[src/abbt_pkg.sv]
// Shared widths, register codes and structures of the alpha bounding box tracker.
package abbt_pkg;

  localparam int DIM_W       = 13;
  localparam int ALPHA_W     = 8;
  localparam int OFS_W       = 14;
  localparam int CFG_IDX_W   = 2;
  localparam int CFG_DATA_W  = 13;
  localparam int IN_TDATA_W  = 8;
  localparam int OUT_TDATA_W = 80;
  localparam int DIM_RESET   = 64;
  localparam int THR_RESET   = 10;

  typedef enum logic [CFG_IDX_W-1:0] {
    REG_WIDTH     = 2'd0,
    REG_HEIGHT    = 2'd1,
    REG_THRESHOLD = 2'd2,
    REG_MODE      = 2'd3
  } cfg_reg_t;

  typedef struct packed {
    logic               restart;
    logic [DIM_W-1:0]   start_w;
    logic [DIM_W-1:0]   start_h;
    logic [DIM_W-1:0]   w;
    logic [DIM_W-1:0]   h;
    logic [ALPHA_W-1:0] threshold;
  } scan_ctl_t;

  typedef struct packed {
    logic [DIM_W-1:0] min_x;
    logic [DIM_W-1:0] min_y;
    logic [DIM_W-1:0] end_x;
    logic [DIM_W-1:0] end_y;
  } box_t;

  typedef struct packed {
    logic load;
    box_t box;
  } frame_t;

  // First member lands in the highest bits, so min_x sits at bit 0.
  typedef struct packed {
    logic [OFS_W-1:0] ofs_y2;
    logic [OFS_W-1:0] ofs_x2;
    logic [DIM_W-1:0] end_y;
    logic [DIM_W-1:0] end_x;
    logic [DIM_W-1:0] min_y;
    logic [DIM_W-1:0] min_x;
  } result_t;

endpackage

[src/abbt_scan.sv]
// Input register, raster counters and running opaque box.
module abbt_scan #(
  parameter int MAX_DIMENSION = 4096
) (
  input  logic                          clk,
  input  logic                          rst,
  input  abbt_pkg::scan_ctl_t           ctl,
  input  logic                          in_valid,
  input  logic [abbt_pkg::ALPHA_W-1:0]  in_alpha,
  output logic                          in_ready,
  input  logic                          out_busy,
  output abbt_pkg::frame_t              frame
);

  localparam int DIM_W = abbt_pkg::DIM_W;
  localparam int CNT_W = (MAX_DIMENSION > 8192) ? DIM_W : $clog2(MAX_DIMENSION);
  localparam logic [DIM_W-1:0] RESET_DIM = (abbt_pkg::DIM_RESET > MAX_DIMENSION) ?
                                           DIM_W'(MAX_DIMENSION) :
                                           DIM_W'(abbt_pkg::DIM_RESET);

  logic                         a_valid;
  logic [abbt_pkg::ALPHA_W-1:0] a_alpha;
  logic [CNT_W-1:0]             col;
  logic [CNT_W-1:0]             row;
  logic [DIM_W-1:0]             min_x;
  logic [DIM_W-1:0]             min_y;
  logic [CNT_W-1:0]             max_x;
  logic [CNT_W-1:0]             max_y;

  logic [DIM_W:0]   col_inc;
  logic [DIM_W:0]   row_inc;
  logic             col_end;
  logic             row_end;
  logic             a_last;
  logic             opaque;
  logic             adv;
  logic [DIM_W-1:0] col_d;
  logic [DIM_W-1:0] row_d;
  logic [DIM_W-1:0] min_x_upd;
  logic [DIM_W-1:0] min_y_upd;
  logic [CNT_W-1:0] max_x_upd;
  logic [CNT_W-1:0] max_y_upd;

  always_comb begin
    col_inc = (DIM_W+1)'(col) + 1'b1;
    row_inc = (DIM_W+1)'(row) + 1'b1;
    col_end = col_inc >= (DIM_W+1)'(ctl.w);
    row_end = row_inc >= (DIM_W+1)'(ctl.h);
    a_last  = col_end && row_end;
    opaque  = a_alpha > ctl.threshold;
    col_d   = DIM_W'(col);
    row_d   = DIM_W'(row);

    min_x_upd = (opaque && (col_d < min_x)) ? col_d : min_x;
    min_y_upd = (opaque && (row_d < min_y)) ? row_d : min_y;
    max_x_upd = (opaque && (col > max_x)) ? col : max_x;
    max_y_upd = (opaque && (row > max_y)) ? row : max_y;

    // A frame's last pixel waits only while the previous result is still held.
    adv      = a_valid && (!a_last || !out_busy);
    in_ready = !a_valid || adv;

    frame.load      = adv && a_last;
    frame.box.min_x = min_x_upd;
    frame.box.min_y = min_y_upd;
    frame.box.end_x = DIM_W'(max_x_upd) + 1'b1;
    frame.box.end_y = DIM_W'(max_y_upd) + 1'b1;
  end

  always_ff @(posedge clk) begin
    if (in_valid && in_ready) begin
      a_alpha <= in_alpha;
    end
  end

  always_ff @(posedge clk) begin
    if (rst) begin
      a_valid <= 1'b0;
      col     <= '0;
      row     <= '0;
      min_x   <= RESET_DIM;
      min_y   <= RESET_DIM;
      max_x   <= '0;
      max_y   <= '0;
    end else begin
      if (in_ready) begin
        a_valid <= in_valid;
      end
      if (ctl.restart) begin
        col   <= '0;
        row   <= '0;
        min_x <= ctl.start_w;
        min_y <= ctl.start_h;
        max_x <= '0;
        max_y <= '0;
      end else if (adv) begin
        if (a_last) begin
          col   <= '0;
          row   <= '0;
          min_x <= ctl.start_w;
          min_y <= ctl.start_h;
          max_x <= '0;
          max_y <= '0;
        end else begin
          col   <= col_end ? '0 : col_inc[CNT_W-1:0];
          row   <= col_end ? row_inc[CNT_W-1:0] : row;
          min_x <= min_x_upd;
          min_y <= min_y_upd;
          max_x <= max_x_upd;
          max_y <= max_y_upd;
        end
      end
    end
  end

endmodule

[src/abbt_out.sv]
// Result formatting and output register.
module abbt_out (
  input  logic                              clk,
  input  logic                              rst,
  input  abbt_pkg::frame_t                  frame,
  input  logic                              mode,
  input  logic [abbt_pkg::DIM_W-1:0]        w,
  input  logic [abbt_pkg::DIM_W-1:0]        h,
  input  logic                              m_tready,
  output logic                              m_tvalid,
  output logic [abbt_pkg::OUT_TDATA_W-1:0]  m_tdata,
  output logic                              out_busy
);

  localparam int OFS_W = abbt_pkg::OFS_W;

  abbt_pkg::result_t res;
  abbt_pkg::result_t res_reg;
  logic              valid;

  always_comb begin
    if (mode) begin
      res.min_x  = frame.box.min_x;
      res.min_y  = frame.box.min_y;
      res.end_x  = frame.box.end_x;
      res.end_y  = frame.box.end_y;
      res.ofs_x2 = OFS_W'(frame.box.min_x) + OFS_W'(frame.box.end_x) - OFS_W'(w);
      res.ofs_y2 = OFS_W'(h) - OFS_W'(frame.box.min_y) - OFS_W'(frame.box.end_y);
    end else begin
      res.min_x  = '0;
      res.min_y  = '0;
      res.end_x  = w;
      res.end_y  = h;
      res.ofs_x2 = '0;
      res.ofs_y2 = '0;
    end
  end

  always_ff @(posedge clk) begin
    if (frame.load) begin
      res_reg <= res;
    end
  end

  always_ff @(posedge clk) begin
    if (rst) begin
      valid <= 1'b0;
    end else if (frame.load) begin
      valid <= 1'b1;
    end else if (m_tready) begin
      valid <= 1'b0;
    end
  end

  assign m_tvalid = valid;
  assign m_tdata  = res_reg;
  assign out_busy = valid && !m_tready;

endmodule

[src/alpha_bounding_box_tracker_core.sv]
// Top level of the alpha bounding box tracker: configuration registers and datapath wiring.

// The core takes one alpha byte per clock in raster order and sustains one pixel
// transfer per cycle; each pixel passes an input register, the counter and box
// update logic, and, on the last pixel of a frame, the result register, so a
// result is offered from the result register once its last pixel has left the
// input register, and can be taken at the following clock edge. The only place
// that holds the stream is the single result register: while a result waits to
// be taken, pixels of the next frame keep flowing, and only that frame's last
// pixel waits in the input register until the result has gone. Width and height
// are used clamped to 1..MAX_DIMENSION; writing either one restarts the frame.
// Threshold and mode are used as they stand when a pixel is processed, and the
// mode in force at a frame's last pixel decides whether the tracked box or the
// full image box is reported. An empty frame reports the image size as its
// minimum corner and one as its end. Configuration should be written while no
// pixel is in flight.
module alpha_bounding_box_tracker_core #(
  parameter int MAX_DIMENSION = 4096
) (
  input  logic                               clk,
  input  logic                               rst,
  // Configuration write port.
  input  logic                               cfg_we,
  input  logic [abbt_pkg::CFG_IDX_W-1:0]     cfg_index,
  input  logic [abbt_pkg::CFG_DATA_W-1:0]    cfg_data,
  // Pixel stream. tdata: pixel_alpha[7:0].
  input  logic                               s_tvalid,
  output logic                               s_tready,
  input  logic [abbt_pkg::IN_TDATA_W-1:0]    s_tdata,
  // Result stream. tdata from bit 0: box_min_x[12:0], box_min_y[25:13],
  // box_end_x[38:26], box_end_y[51:39], center_offset_x2[65:52],
  // center_offset_y2[79:66].
  output logic                               m_tvalid,
  input  logic                               m_tready,
  output logic [abbt_pkg::OUT_TDATA_W-1:0]   m_tdata
);

  localparam int DIM_W = abbt_pkg::DIM_W;
  localparam logic [31:0] MAX_U = 32'(MAX_DIMENSION);

  // Clamp a programmed size into the legal range; zero counts as one.
  function automatic logic [DIM_W-1:0] clamp_dim(input logic [DIM_W-1:0] v);
    logic [DIM_W-1:0] r;
    if (v == '0) begin
      r = DIM_W'(1);
    end else if (32'(v) > MAX_U) begin
      r = MAX_U[DIM_W-1:0];
    end else begin
      r = v;
    end
    return r;
  endfunction

  logic [DIM_W-1:0]             width_reg;
  logic [DIM_W-1:0]             height_reg;
  logic [abbt_pkg::ALPHA_W-1:0] threshold_reg;
  logic                         mode_reg;

  logic                         wr_width;
  logic                         wr_height;
  abbt_pkg::scan_ctl_t          ctl;
  abbt_pkg::frame_t             frame;
  logic                         out_busy;

  always_ff @(posedge clk) begin
    if (rst) begin
      width_reg     <= DIM_W'(abbt_pkg::DIM_RESET);
      height_reg    <= DIM_W'(abbt_pkg::DIM_RESET);
      threshold_reg <= abbt_pkg::ALPHA_W'(abbt_pkg::THR_RESET);
      mode_reg      <= 1'b1;
    end else if (cfg_we) begin
      unique case (abbt_pkg::cfg_reg_t'(cfg_index))
        abbt_pkg::REG_WIDTH:     width_reg     <= cfg_data;
        abbt_pkg::REG_HEIGHT:    height_reg    <= cfg_data;
        abbt_pkg::REG_THRESHOLD: threshold_reg <= cfg_data[abbt_pkg::ALPHA_W-1:0];
        abbt_pkg::REG_MODE:      mode_reg      <= cfg_data[0];
      endcase
    end
  end

  // A size write restarts the frame; the new running minimum must already see
  // the clamped value being written, so it is taken from the write data.
  always_comb begin
    wr_width      = cfg_we && (cfg_index == abbt_pkg::REG_WIDTH);
    wr_height     = cfg_we && (cfg_index == abbt_pkg::REG_HEIGHT);
    ctl.w         = clamp_dim(width_reg);
    ctl.h         = clamp_dim(height_reg);
    ctl.restart   = wr_width || wr_height;
    ctl.start_w   = wr_width ? clamp_dim(cfg_data) : ctl.w;
    ctl.start_h   = wr_height ? clamp_dim(cfg_data) : ctl.h;
    ctl.threshold = threshold_reg;
  end

  abbt_scan #(
    .MAX_DIMENSION(MAX_DIMENSION)
  ) u_scan (
    .clk      (clk),
    .rst      (rst),
    .ctl      (ctl),
    .in_valid (s_tvalid),
    .in_alpha (s_tdata[abbt_pkg::ALPHA_W-1:0]),
    .in_ready (s_tready),
    .out_busy (out_busy),
    .frame    (frame)
  );

  abbt_out u_out (
    .clk      (clk),
    .rst      (rst),
    .frame    (frame),
    .mode     (mode_reg),
    .w        (ctl.w),
    .h        (ctl.h),
    .m_tready (m_tready),
    .m_tvalid (m_tvalid),
    .m_tdata  (m_tdata),
    .out_busy (out_busy)
  );

endmodule

[config.mk]
export PLATFORM = sky130hd
export DESIGN_NAME = alpha_bounding_box_tracker_core
export DESIGN_NICKNAME = d
export VERILOG_FILES = /design/src/abbt_pkg.sv /design/src/abbt_scan.sv /design/src/abbt_out.sv /design/src/alpha_bounding_box_tracker_core.sv
export SDC_FILE = /design/constraint.sdc
export NUM_CORES = 1
export LEC_CHECK = 0
export ABC_AREA = 1
export BUFFER_PORTS_ARGS = -buffer_cell sky130_fd_sc_hd__clkbuf_2
export CORE_AREA = 2 2 200 202
export CTS_CLUSTER_DIAMETER = 80
export DETAILED_ROUTE_END_ITERATION = 7
export DIE_AREA = 0 0 202 204
export HOLD_SLACK_MARGIN = 0.06
export PLACE_DENSITY_LB_ADDON = 0.08
export SLEW_MARGIN = 20
export SYNTH_ARGS = -nofsm -noshare
export SYNTH_HDL_FRONTEND = slang
export SYNTH_SLANG_ARGS = --single-unit
[constraint.sdc]
create_clock -name clk -period 5.8 [get_ports clk]
set_input_delay 1.74 -clock clk [delete_from_list [all_inputs] [get_ports clk]]
set_output_delay 1.74 -clock clk [all_outputs]
set_load 0.05 [all_outputs]
* Word level (Yosys, flattened, before mapping)
Index checks and enable logic that the tools add are counted.
Cells by class: multiplexer cells 27, magnitude comparators 10, reduce and logical (&&, ||, !) cells 31, eq/ne operators 3, div/mod/pow operators 0, add/subtract/negate cells 8, shift-type cells 0, bitwise logic cells 0, $mul 0
Operator list (count):
- $mux W13 | 16
- $mux W12 | 8
- $add A12 B1 Y13 const B | 4
- $mux W52 | 1
- $gt A13 B13 Y1 const B | 3
- $logic_not A13 Y1 | 3
- $ge A14 B13 Y1 | 2
- $sub A14 B13 Y14 | 2
- $lt A12 B13 Y1 | 2
- $gt A12 B12 Y1 | 2
- $add A13 B13 Y14 | 1
- $sub A13 B13 Y14 | 1
- $logic_and A1 B1 Y1 | 11
- $reduce_and A2 Y1 | 5
- $gt A8 B8 Y1 | 1
- $reduce_bool A2 Y1 | 3
- $eq A2 B2 Y1 const B | 2
- $logic_not A1 Y1 | 4
- $logic_or A1 B1 Y1 | 3
- $eq A2 B1 Y1 const B | 1
- $logic_not A2 Y1 | 1
- $mux W1 | 2
- $reduce_or A2 Y1 | 1
Storage, ports and cells: bits in registers 199, bits in writable memories 0, memories 0, input port bits 28, latch bits 0, ROM bits 0, output and inout port bits 82, word-level logic and storage cells 98

* Depth between registers and ports, before layout
Gate-level depths: netlist of run 1.
depth after elaboration 10, mapped depth 33, depth with buffers taken out 32

* By module
A second synthesis of run 1 with hierarchy kept.
Unflattened totals: cell total of the unflattened synthesis 2141, area, all modules 14795.4 µm²
Modules (own cells, without submodules):
- abbt_scan | cells each 1178, sequential area each 1741.7 µm², area an instance 7435.9 µm², instances 1
- abbt_out | cells each 646, sequential area each 2422.3 µm², area an instance 5387.7 µm², instances 1
- alpha_bounding_box_tracker_core | cells each 317, sequential area each 700.7 µm², area an instance 1971.9 µm², instances 1

* Worst setup path before layout of run 1
Ideal clock, no wire load.
path type flip-flop to flip-flop, start register u_scan.col[0], end register u_out.res_reg (netlist bit u_out.m_tdata[0]) (enable), period minus slack after synthesis 4802 ps, data required time 5366 ps, setup slack 998 ps, arrival time 4368 ps, library setup time 434 ps, stages on the path, launching flop included 22, buffers on the path 1, cells stage by stage dfxtp_1 > inv_1 > nor3_1 > nand3_1 > nor2_1 > nand2_1 > nor3_1 > nand3_1 > xor2_1 > ha_1 > a21oi_1 > o21bai_1 > a21oi_1 > nand3_1 > nand2_1 > inv_1 > nand2_1 > nand2_1 > buf_2 > inv_1 > nand2_1 > inv_1
RTL lines:
- start: declaration | RTL line abbt_scan.sv:23 | logic [CNT_W-1:0] col;
- start signal: assignment | RTL line abbt_scan.sv:105 | col <= col_end ? '0 : col_inc[CNT_W-1:0];
- end signal: assignment | RTL line abbt_out.sv:41 | res_reg <= res;
- end: declaration | RTL line abbt_out.sv:18 | abbt_pkg::result_t res_reg;

* Final worst setup path of run 1
start register width_reg[5], end output port s_tready
Between the ends: cells in the longest elaborated chain, start to end 9, elaborated cells on any way between the ends 10, those cells by class 2 x order compare; 2 x mux; 6 x reduce/logical
RTL lines:
- start: declaration | RTL line alpha_bounding_box_tracker_core.sv:54 | logic [DIM_W-1:0] width_reg;
- start signal: assignment | RTL line alpha_bounding_box_tracker_core.sv:67 | width_reg <= DIM_W'(abbt_pkg::DIM_RESET);
- start signal: assignment | RTL line alpha_bounding_box_tracker_core.sv:73 | abbt_pkg::REG_WIDTH: width_reg <= cfg_data;
- $gt A13 B13 Y1 | RTL line alpha_bounding_box_tracker_core.sv:46 | end else if (32'(v) > MAX_U) begin
- $mux W13 | RTL line alpha_bounding_box_tracker_core.sv:46
- $mux W13 (*) | RTL line alpha_bounding_box_tracker_core.sv:44 | if (v == '0) begin
- $ge A14 B13 Y1 (*) | RTL line abbt_scan.sv:47 | col_end = col_inc >= (DIM_W+1)'(ctl.w);
- $logic_and A1 B1 Y1 (*) | RTL line abbt_scan.sv:49 | a_last = col_end && row_end;
- $logic_not A1 Y1 (*) | RTL line abbt_scan.sv:60 | adv = a_valid && (!a_last || !out_busy);
- $logic_or A1 B1 Y1 (*) | RTL line abbt_scan.sv:60
- $logic_and A1 B1 Y1 (*) | RTL line abbt_scan.sv:60
- $logic_or A1 B1 Y1 (*) | RTL line abbt_scan.sv:61 | in_ready = !a_valid || adv;
- end: declaration | RTL line alpha_bounding_box_tracker_core.sv:28 | output logic s_tready,
Every way passes the cells marked *; elsewhere a longest branch is shown, timed or not.

==> out/results.ini, run 1 <==
[flow_run]
max-cap-violations=0

[synthesis]
synth_seq_cells=199
ys_seq_area_share_pct=35.9
synth_top_area_share_pct=19.5
synth_async_sr_flop_share_pct=0
yosysMostFrequentCell=nand2_1
synth_commonest_cells=371 x nand2_1, 258 x inv_1, 195 x nor2_1
syn_avg_cell_area_um2=7.57
synth_edf_count=88
ys_types=51
yosysWarnings=0
syn_inst=1790
syn_nets=1956
synth_area_um2=13600
synth.area.top_cells=edfxtp_1 19%, dfxtp_1 16%, nand2_1 10%
synth_top_area_cell=edfxtp_1
synthFlopType=dfxtp_1

[worst_setup_path]
worstSetupStartpointType=flip-flop
cp_data_required_time_ns=4.06
worstPathArrival_ns=3.67
critical_path_class=reg -> out
critPathMaxFanout=10
cp-end-kind=output port

[clock_tree]
cts.sinks=199
root_buffer=clkbuf_16
cts.clk_slew.worst_paths_ns=0.08
postCtsHoldBufs=0
htreeDepth=4
cts_max_path_buffers=2
clkLatencyLatePin_ns=0.47
cts_tree=yes
cts_inserted_buffers=17

[global_routing]
grt_pass1_vias=11276
grt_pass1_wl_mm=66.3
antenna_found_initial=0
grtUsageTotal_pct=21.1
grt_max_degree=61
grt_overflow=0

[sta]
worstMarginPinSlew_ns=1.06
rsz0062_at_grt=false
holdWs_ns=0.465
max_freq_mhz=185
fin_worst_skew_ns=0.0186
post-route-period-util_pct=93.3
hold_viol=0
finalMaxSlewViolations=0
setup_violations=0
finalCriticalPeriod_ns=5.41
setup-tns-final_ns=0
maxSlewHeadroom_pct=29.5
setup_ws_ns=0.387

[status]
status=finished, final reports clean

[route]
drtIter0Drc=886
detail-route-antenna-nets=0
via_per_inst=4.90
routed_wl_mm=43.0
drt-pass1-iter-count=8
wl_per_cell_um=17.6
vias=11967
drc=0

[power_and_ir_drop]
vdd_ir_drop_max_uv=231
p_per_area_nw_per_um2=330
cellLeakagePower_nw=7.14

[cells_and_area]
final_nets=2070
largest_reg_flops=80
drive_gt1_share_pct=13.4
area_growth_pct=14.1
antenna_cells=0

[floorplan]
start_util_pct=34.6
die_area_um2=41200
die_y_um=204
ios=110
die_x_um=202
coreArea_um2=39200
rows=73

[placement]
globalplace.congestion=0.896
dp_slack_ns=0.593
port_buffers=109
hpwlAfterDp_mm=33.7

[worst_hold_path]
worstHoldPathType=reg -> reg

==> where the power goes <==
part           switching (mW)  total, mW  internal (mW)
combinational            1.39       2.12          0.730
clock                   0.638       1.30          0.664
sequential             0.0515       1.67           1.62
==> logic make-up after synthesis <==
kind of cell | Yosys count | synth area share [%]
AOI/OAI and AO/OA | 399 | 16.2
xor gates and xnor gates | 23 | 1.60
adders and majority gates | 138 | 14.2
buffers and inverters | 326 | 9.56
DFF | 199 | 35.9
and+or+nand+nor | 705 | 22.6
==> per-stage QoR <==
| step | power, mW | cell area, µm² | cells | utilization [%] |
|---|---|---|---|---|
| 2_1_floorplan | 3.24 | 13600 | 1790 | - |
| 3_5_place_dp | 3.82 | 14800 | 2410 | 37.8 |
| 5_1_grt | 5.49 | 15500 | 2442 | 39.5 |
| 6_report | 5.10 | 15500 | 2442 | 39.5 |
| 4_1_cts | 5.13 | 15400 | 2442 | 39.4 |
| 3_3_place_gp | 3.82 | 14800 | 2410 | 37.8 |
==> worst paths after layout <==
check                  startpoint                 to  slack [ns]  cells after the start
hold reg to reg   u_scan.max_x[8]    u_scan.max_x[8]        0.46                      2
hold / removal    u_scan.max_x[8]    u_scan.max_x[8]        0.46                      2
setup reg to reg    u_scan.row[6]  u_out.m_tdata[78]        0.63                     27
setup / recovery     width_reg[5]           s_tready        0.39                     17
==> placed cells by master (no fill, tap or decap), types with 14 or more instances in the layout <==
cell type / instances
clkbuf_2: 108
dfxtp_1: 108
nand3_1: 57
nor2_1: 193
nand2_2: 14
nand4_1: 18
fa_1: 27
inv_1: 256
nand2_1: 371
o21ai_1: 15
xor2_1: 18
a21oi_1: 142
o21ai_0: 170
o211ai_1: 25
clkbuf_16: 17
edfxtp_1: 88
ha_1: 111
buf_4: 45
==> layer usage <==
layer | global-route usage, % | vias to the layer above | wire (µm)
met3 | 2.85 | 39 | 2180
met4 | 4.75 | 0 | 624
li1 | - | 6104 | -
met2 | 31.5 | 320 | 18100
met5 | 0 | - | 0
met1 | 32.1 | 5504 | 22200
==> repair_timing <==
action                     CTS  global route
hold endpoints to repair     0             0
setup endpoints to repair    0             1
resized for setup            0             8
buffers inserted             0             0
==> worst max-delay path, stage by stage, from the launching register on <==
cell      delay (ns)
dfxtp_1         0.33
or2_2           0.29
nor4_1          0.24
nand2_1         0.10
nand2_1         0.23
nand2_1         0.32
ha_1            0.41
nand2_1         0.08
o21a_1          0.19
o21ai_0         0.06
nand3_1         0.09
nand3_1         0.13
nand2_1         0.14
inv_1           0.10
nand2_1         0.08
nor2_2          0.15
inv_1           0.07
clkbuf_4        0.21
==> final cells by class <==
class	count	area, µm²
Tap cell	525	657
Clock inverter	15	201
Fill cell	4097	23700
Clock buffer	17	425
Inverter	267	1010
Timing Repair Buffer	154	886
Multi-Input combinational cell	1265	7410
Sequential cell	199	4870
(Power assumes the default switching activity.)
==> run 2: changes to the inputs <==
--- a/config.mk
+++ b/config.mk
@@ -13,7 +13,6 @@
 export DIE_AREA = 0 0 202 204
 export HOLD_SLACK_MARGIN = 0.06
 export PLACE_DENSITY_LB_ADDON = 0.08
-export SLEW_MARGIN = 20
 export SYNTH_ARGS = -nofsm -noshare
 export SYNTH_HDL_FRONTEND = slang
 export SYNTH_SLANG_ARGS = --single-unit
==> constraint.sdc (replaced) <==
create_clock -name clk -period 5.8 [get_ports clk]
set_input_delay 0.29 -clock clk [delete_from_list [all_inputs] [get_ports clk]]
set_output_delay 0.29 -clock clk [all_outputs]
set_load 0.05 [all_outputs]
==> out/results.ini, run 2 (synthesized netlist as in run 1, its figures left out) <==
[status]
status=finished, violations left
violations=DRC

[sta]
max_freq_mhz=201  ; +8.9%
setup-tns-final_ns=0  ; unchanged
rsz0062_at_grt=false
setup_ws_ns=0.830  ; +0.442 ns
finalMaxSlewViolations=0  ; unchanged
maxSlewHeadroom_pct=22.7  ; -6.8 points
finalCriticalPeriod_ns=4.97  ; -0.442 ns
fin_worst_skew_ns=0.0166  ; -0.00198 ns
hold_viol=0  ; unchanged
setup_violations=0  ; unchanged
worstMarginPinSlew_ns=1.16  ; +0.0999 ns
post-route-period-util_pct=85.7  ; -7.6 points

[route]
drt-pass1-iter-count=8  ; unchanged
detail-route-antenna-nets=0  ; unchanged
wl_per_cell_um=17.1  ; -2.9%
vias=11830  ; -1.1%
via_per_inst=4.85  ; -0.98%
drc=2  ; +2
drtIter0Drc=805  ; -9.1%
routed_wl_mm=41.7  ; -3.1%

[power_and_ir_drop]
cellLeakagePower_nw=7.08  ; -0.84%
p_per_area_nw_per_um2=325  ; -1.5%
vdd_ir_drop_max_uv=237  ; +2.8%

[clock_tree]
clkLatencyLatePin_ns=0.47  ; about the same
cts_tree=yes
ctsResizeCount=0  ; unchanged
root_buffer=clkbuf_16
cts.sinks=199  ; unchanged
htreeDepth=4  ; unchanged
cts.clk_slew.worst_paths_ns=0.08  ; about the same
cts_max_path_buffers=2  ; unchanged
cts_inserted_buffers=17  ; unchanged

[worst_setup_path]
critPathMaxStageDelay_ns=0.46  ; +0.05 ns
cp-end-kind=flip-flop
slowest_stage=fa_1
critical_path_class=reg -> reg
worstSetupStartpointType=flip-flop
cp_data_required_time_ns=6.02  ; +1.96 ns
worstPathArrival_ns=5.19  ; +1.52 ns
cpMostUsedCell=nand2_1
critPathMaxFanout=13  ; +3

[global_routing]
grtUsageTotal_pct=20.6  ; -0.52 points
grt_max_degree=82  ; +34%
grt_pass1_vias=11362  ; +0.76%
grt_pass1_wl_mm=64.9  ; -2.1%
grt_overflow=0  ; unchanged
antenna_found_initial=1  ; +1

[floorplan]
rows=73  ; unchanged
die_x_um=202  ; unchanged
die_area_um2=41200  ; unchanged
ios=110  ; unchanged
start_util_pct=34.6  ; unchanged
die_y_um=204  ; unchanged
coreArea_um2=39200  ; unchanged

[placement]
globalplace.congestion=0.822  ; -8.3%
port_buffers=109  ; unchanged
hpwlAfterDp_mm=32.7  ; -2.9%
dp_slack_ns=0.886  ; +0.293 ns
placed_area_um2=14700  ; -0.54%

[cells_and_area]
fin_util_pct=39.3  ; -0.19 points
fin_area_um2=15400  ; -0.47%
final_cell_mix=371 x nand2_1, 257 x inv_1, 194 x nor2_1
nFillCells=4094  ; -0.073%
mostFrequentLayoutCell=nand2_1
final_nets=2065  ; -0.24%
area_growth_pct=13.6
largest_reg_flops=80  ; unchanged
drive_gt1_share_pct=12.3  ; -1.1 points

[flow_run]
max-cap-violations=0  ; unchanged

[worst_hold_path]
worstHoldPathType=in -> reg

-- run 2: changes by cell type in the layout (fill, tap and decap cells not counted), moves of 3 or more --
cell / change
buf_4: -16
clkinv_8: -3
dlygate4sd3_1: +9
inv_6: +3
-- run 2: power breakdown --
part | total (mW) | leakage, nW | internal [mW] | switching [mW]
clock | 1.21 | 0.275 | 0.605 | 0.608
sequential | 1.68 | 1.71 | 1.62 | 0.0565
combinational | 2.11 | 5.09 | 0.729 | 1.38
total | 5.00 | 7.08 | 2.95 | 2.04
-- run 2: critical path, delay by kind of cell, from the launching register on --
kind / cells / cell delay [ns]
AND/OR/NAND/NOR: 12 / 1.35
buffers and inverters: 5 / 0.39
AO/OA/AOI/OAI: 7 / 1.01
adder cells (fa/ha/maj): 4 / 1.37
flip-flops: 1 / 0.36
XOR/XNOR: 1 / 0.26
-- run 2: path summary, 6_finish.rpt --
| path | startpoint | endpoint | slack [ns] | cells past startpoint |
|---|---|---|---|---|
| max | u_scan.max_y[11] | u_out.m_tdata[78] | 0.83 | 29 |
| min | cfg_data[1] | threshold_reg[1] | 0.1 | 3 |
| max reg2reg | u_scan.max_y[11] | u_out.m_tdata[78] | 0.83 | 29 |
| min reg2reg | u_scan.max_x[1] | u_scan.max_x[1] | 0.46 | 2 |
-- run 2: repair_timing --
item / CTS / global route
hold endpoints to repair: 9 / 0
buffers inserted: 0 / 0
hold buffers: 9 / 0
-- run 2: metal layers --
metal	track usage, %	share of wire [%]
met1	30.6	52
met2	30.7	42
met3	3.24	4.4
met4	5.70	1.7
met5	0	0.022
-- run 2: layout make-up --
cell class / instances / area (µm²) / share of cell area, %
multi-input combinational: 1265 / 7390 / 48.1
sequential: 199 / 4870 / 31.6
inverter: 267 / 1010 / 6.55
timing repair buffer: 149 / 893 / 5.81
tap: 525 / 657 / 4.27
clock buffer: 18 / 429 / 2.79
clock inverter: 14 / 138 / 0.894
antenna: 1 / 2.50 / 0.0163
-- run 2: per-stage QoR --
step | total power, mW | cells | hold slack, ns
4_1_cts | 5.05 | 2437 | 0.0700
5_1_grt | 5.41 | 2437 | 0.0930
2_1_floorplan | 3.24 | 1790 | 0.359
3_5_place_dp | 3.81 | 2396 | 0.456
6_report | 5.00 | 2438 | 0.0959
3_3_place_gp | 3.80 | 2396 | 0.450
==> run 3: changes to the inputs <==
--- a/config.mk
+++ b/config.mk
@@ -7,12 +7,13 @@
 export LEC_CHECK = 0
 export ABC_AREA = 1
 export BUFFER_PORTS_ARGS = -buffer_cell sky130_fd_sc_hd__clkbuf_2
-export CORE_AREA = 2 2 200 202
+export CORE_AREA = 2 2 209 211
 export CTS_CLUSTER_DIAMETER = 80
 export DETAILED_ROUTE_END_ITERATION = 7
-export DIE_AREA = 0 0 202 204
+export DIE_AREA = 0 0 211 213
 export HOLD_SLACK_MARGIN = 0.06
 export PLACE_DENSITY_LB_ADDON = 0.08
 export SYNTH_ARGS = -nofsm -noshare
 export SYNTH_HDL_FRONTEND = slang
+export SYNTH_HIERARCHICAL = 1
 export SYNTH_SLANG_ARGS = --single-unit
==> out/results.ini, run 3 <==
[status]
status=finished, final reports clean

[synthesis]
synth.area.top_cells=edfxtp_1 18%, nand2_1 16%, dfxtp_1 15%
syn_nets=2308  ; +18%
synth_top_family_by_area=simple AND/OR/NAND/NOR gates
synthXorXnorAreaFrac_pct=1.72  ; +0.12 points
synth_area_um2=14800  ; +9.2%
synthFlopType=dfxtp_1
synth_seq_cells=199  ; unchanged
synth_commonest_cells=635 x nand2_1, 366 x inv_1, 223 x nor2_1
synth_top_area_cell=edfxtp_1
synthAdderAreaFrac_pct=13.1  ; -1.2 points
yosysMostFrequentCell=nand2_1
synth_mux_area_share_pct=0  ; unchanged
yosys.area_share.simple_pct=31.7  ; +9.1 points
syn_inst=2141  ; +20%
synth_edf_count=88  ; unchanged
yosysWarnings=6  ; +6
ys_types=49  ; -3.9%
ys_seq_area_share_pct=32.9  ; -3.0 points
synth_async_sr_flop_share_pct=0  ; unchanged
synth-compound-area-share_pct=8.74  ; -7.4 points
synth_top_area_share_pct=17.9  ; -1.6 points
syn_avg_cell_area_um2=6.91  ; -8.7%

[route]
detail-route-antenna-nets=0  ; unchanged
drt-pass1-iter-count=5  ; -3
routed_wl_mm=45.2  ; +8.3%
drtIter0Drc=734  ; -8.8%
via_per_inst=4.76  ; -1.9%
vias=13267  ; +12%
drc=0  ; -2
wl_per_cell_um=16.2  ; -5.3%

[global_routing]
grt_pass1_wl_mm=70.5  ; +8.7%
grtUsageTotal_pct=20.9  ; +0.29 points
antenna_found_initial=2  ; +1
grt_overflow=0  ; unchanged
grt_max_degree=81  ; -1.2%
grt_pass1_vias=12725  ; +12%

[worst_setup_path]
cp_top_family=simple AND/OR/NAND/NOR gates
critical_path_class=reg -> reg
worstSetupStartpointType=flip-flop
slowest_stage=fa_1
cp_cell_sequence=inv_1, ha_1, a21oi_1, o21a_1, nand2_1, nand2_4, inv_4, nand2_2, nand2_1, nand2_2, ha_1, inv_1, nor2_4, nand3_1, nor2_1, inv_1, fa_1, ha_1, nand2_1, nor2_1, and2_1, nand2_2, a21oi_1, nor2_1
cp_data_required_time_ns=6.06  ; +0.04 ns
cp-end-kind=flip-flop
worstPathArrival_ns=5.09  ; -0.10 ns
critPathMaxStageDelay_ns=0.50  ; +0.04 ns
crit_buf_inv=4  ; -1
critPathMaxFanout=13  ; unchanged

[placement]
port_buffers=109  ; unchanged
hpwlAfterDp_mm=35.0  ; +6.9%
globalplace.congestion=0.864  ; +5.1%

[cells_and_area]
final_nets=2396  ; +16%
area_growth_pct=11.6
antenna_cells=0  ; -1
largest_reg_flops=80  ; unchanged
drive_gt1_share_pct=10.8  ; -1.5 points
final_cell_mix=635 x nand2_1, 365 x inv_1, 223 x nor2_1
fin_util_pct=38.7  ; -0.60 points
mostFrequentLayoutCell=nand2_1

[sta]
finalCriticalPeriod_ns=4.83  ; -0.137 ns
maxSlewHeadroom_pct=25.6  ; +2.9 points
post-route-period-util_pct=83.3  ; -2.4 points
finalMaxSlewViolations=0  ; unchanged
hold_viol=0  ; unchanged
max_freq_mhz=207  ; +2.8%
fin_worst_skew_ns=0.0178  ; +0.00125 ns
rsz0062_at_grt=false
setup-tns-final_ns=0  ; unchanged
worstMarginPinSlew_ns=1.11  ; -0.0456 ns
setup_violations=0  ; unchanged

[clock_tree]
htreeDepth=4  ; unchanged
root_buffer=clkbuf_16
cts_inserted_buffers=17  ; unchanged
cts_max_path_buffers=2  ; unchanged
clkLatencyLatePin_ns=0.51  ; +0.04 ns
cts.clk_slew.worst_paths_ns=0.08  ; about the same
cts_tree=yes
cts.sinks=199  ; unchanged

[flow_run]
max-cap-violations=0  ; unchanged

[floorplan]
start_util_pct=34.7  ; +0.068 points
rows=76  ; +4.1%
die_y_um=213  ; +4.4%
die_area_um2=44900  ; +9.1%
coreArea_um2=42700  ; +9.0%
ios=110  ; unchanged
die_x_um=211  ; +4.5%

[power_and_ir_drop]
p_per_area_nw_per_um2=292  ; -10%
cellLeakagePower_nw=8.15  ; +15%
vdd_ir_drop_max_uv=228  ; -3.9%

[worst_hold_path]
worstHoldPathType=in -> reg

## run 3: cell count changes in the layout (fill, tap and decap cells not counted), moves of 14 or more
cell / before / now
o211ai_1: 25 / 2
o21ai_0: 170 / 98
nand2_2: 14 / 28
a21oi_1: 142 / 113
inv_1: 257 / 365
nand2_1: 371 / 635
nor2_1: 194 / 223
nand3_1: 57 / 117
buf_4: 29 / 11
## run 3: where the power goes
part / total [mW] / internal [mW] / switching [mW]
clock: 1.30 / 0.663 / 0.637
sequential: 1.63 / 1.58 / 0.0466
combinational: 1.89 / 0.603 / 1.29
## run 3: kinds of logic (layout without fill, tap and decap cells)
kind of cell / count (synthesis) / in the layout
buffers and inverters: 438 / 539
and+or+nand+nor: 1092 / 1092
DFF: 199 / 199
xor gates and xnor gates: 29 / 29
adders and majority gates: 139 / 139
AOI/OAI and AO/OA: 244 / 244
## run 3: layout make-up
class | instances | area, µm²
multi-input cells | 1504 | 8180
clock buffers | 19 | 475
well taps | 546 | 683
inverters | 377 | 1420
flip-flops and latches | 199 | 4870
clock inverters | 13 | 154
repair buffers | 130 | 738
fillers | 4542 | 26200
## run 3: through the flow
step                      instance area (µm²)  power (mW)  worst slack [ns]  cells  hold WS [ns]
after floorplan                         14800        3.07              1.33   2141         0.359
after CTS                               16500        4.89             0.962   2788        0.0612
after detailed placement                15800        3.55             0.995   2747         0.454
final                                   16500        4.82             0.966   2788         0.109
after global routing                    16500        5.21             0.564   2788         0.106
after global placement                  15800        3.55              1.02   2747         0.452
## run 3: timing repair
action,in CTS,in global routing
hold endpoints to repair,9,0
setup buffers,0,0
gates resized for setup,0,0
hold buffers,9,0
## run 3: metal layers
layer	vias to the layer above	wire length (µm)	track usage, %	share of wire [%]
met5	-	0	0	0
met4	0	1110	7.50	2.5
met3	41	1320	3.28	2.9
met2	219	22800	36.8	50
met1	6134	20000	25.8	44
li1	6873	-	-	-
## run 3: final timing paths
path                          from                 to  slack, ns  depth (start not counted)
setup / recovery  threshold_reg[5]  u_out/m_tdata[79]       0.97                         24
hold / removal         cfg_data[0]       width_reg[0]       0.11                          3
setup reg to reg  threshold_reg[5]  u_out/m_tdata[79]       0.97                         24
hold reg to reg    u_scan/max_y[2]    u_scan/max_y[2]       0.46                          2
## run 3: worst register-to-register path, cell delays in order, from the launching register on
cell and delay (ns):
dfxtp_1 0.33, inv_1 0.04, ha_1 0.30, a21oi_1 0.17, o21a_1 0.14, nand2_1 0.08, nand2_4 0.24, inv_4 0.17
nand2_2 0.22, nand2_1 0.09, nand2_2 0.11, ha_1 0.32, inv_1 0.12, nor2_4 0.18, nand3_1 0.10, nor2_1 0.33
inv_1 0.14, fa_1 0.50, ha_1 0.37, nand2_1 0.08, nor2_1 0.11, and2_1 0.15, nand2_2 0.06, a21oi_1 0.14
nor2_1 0.06
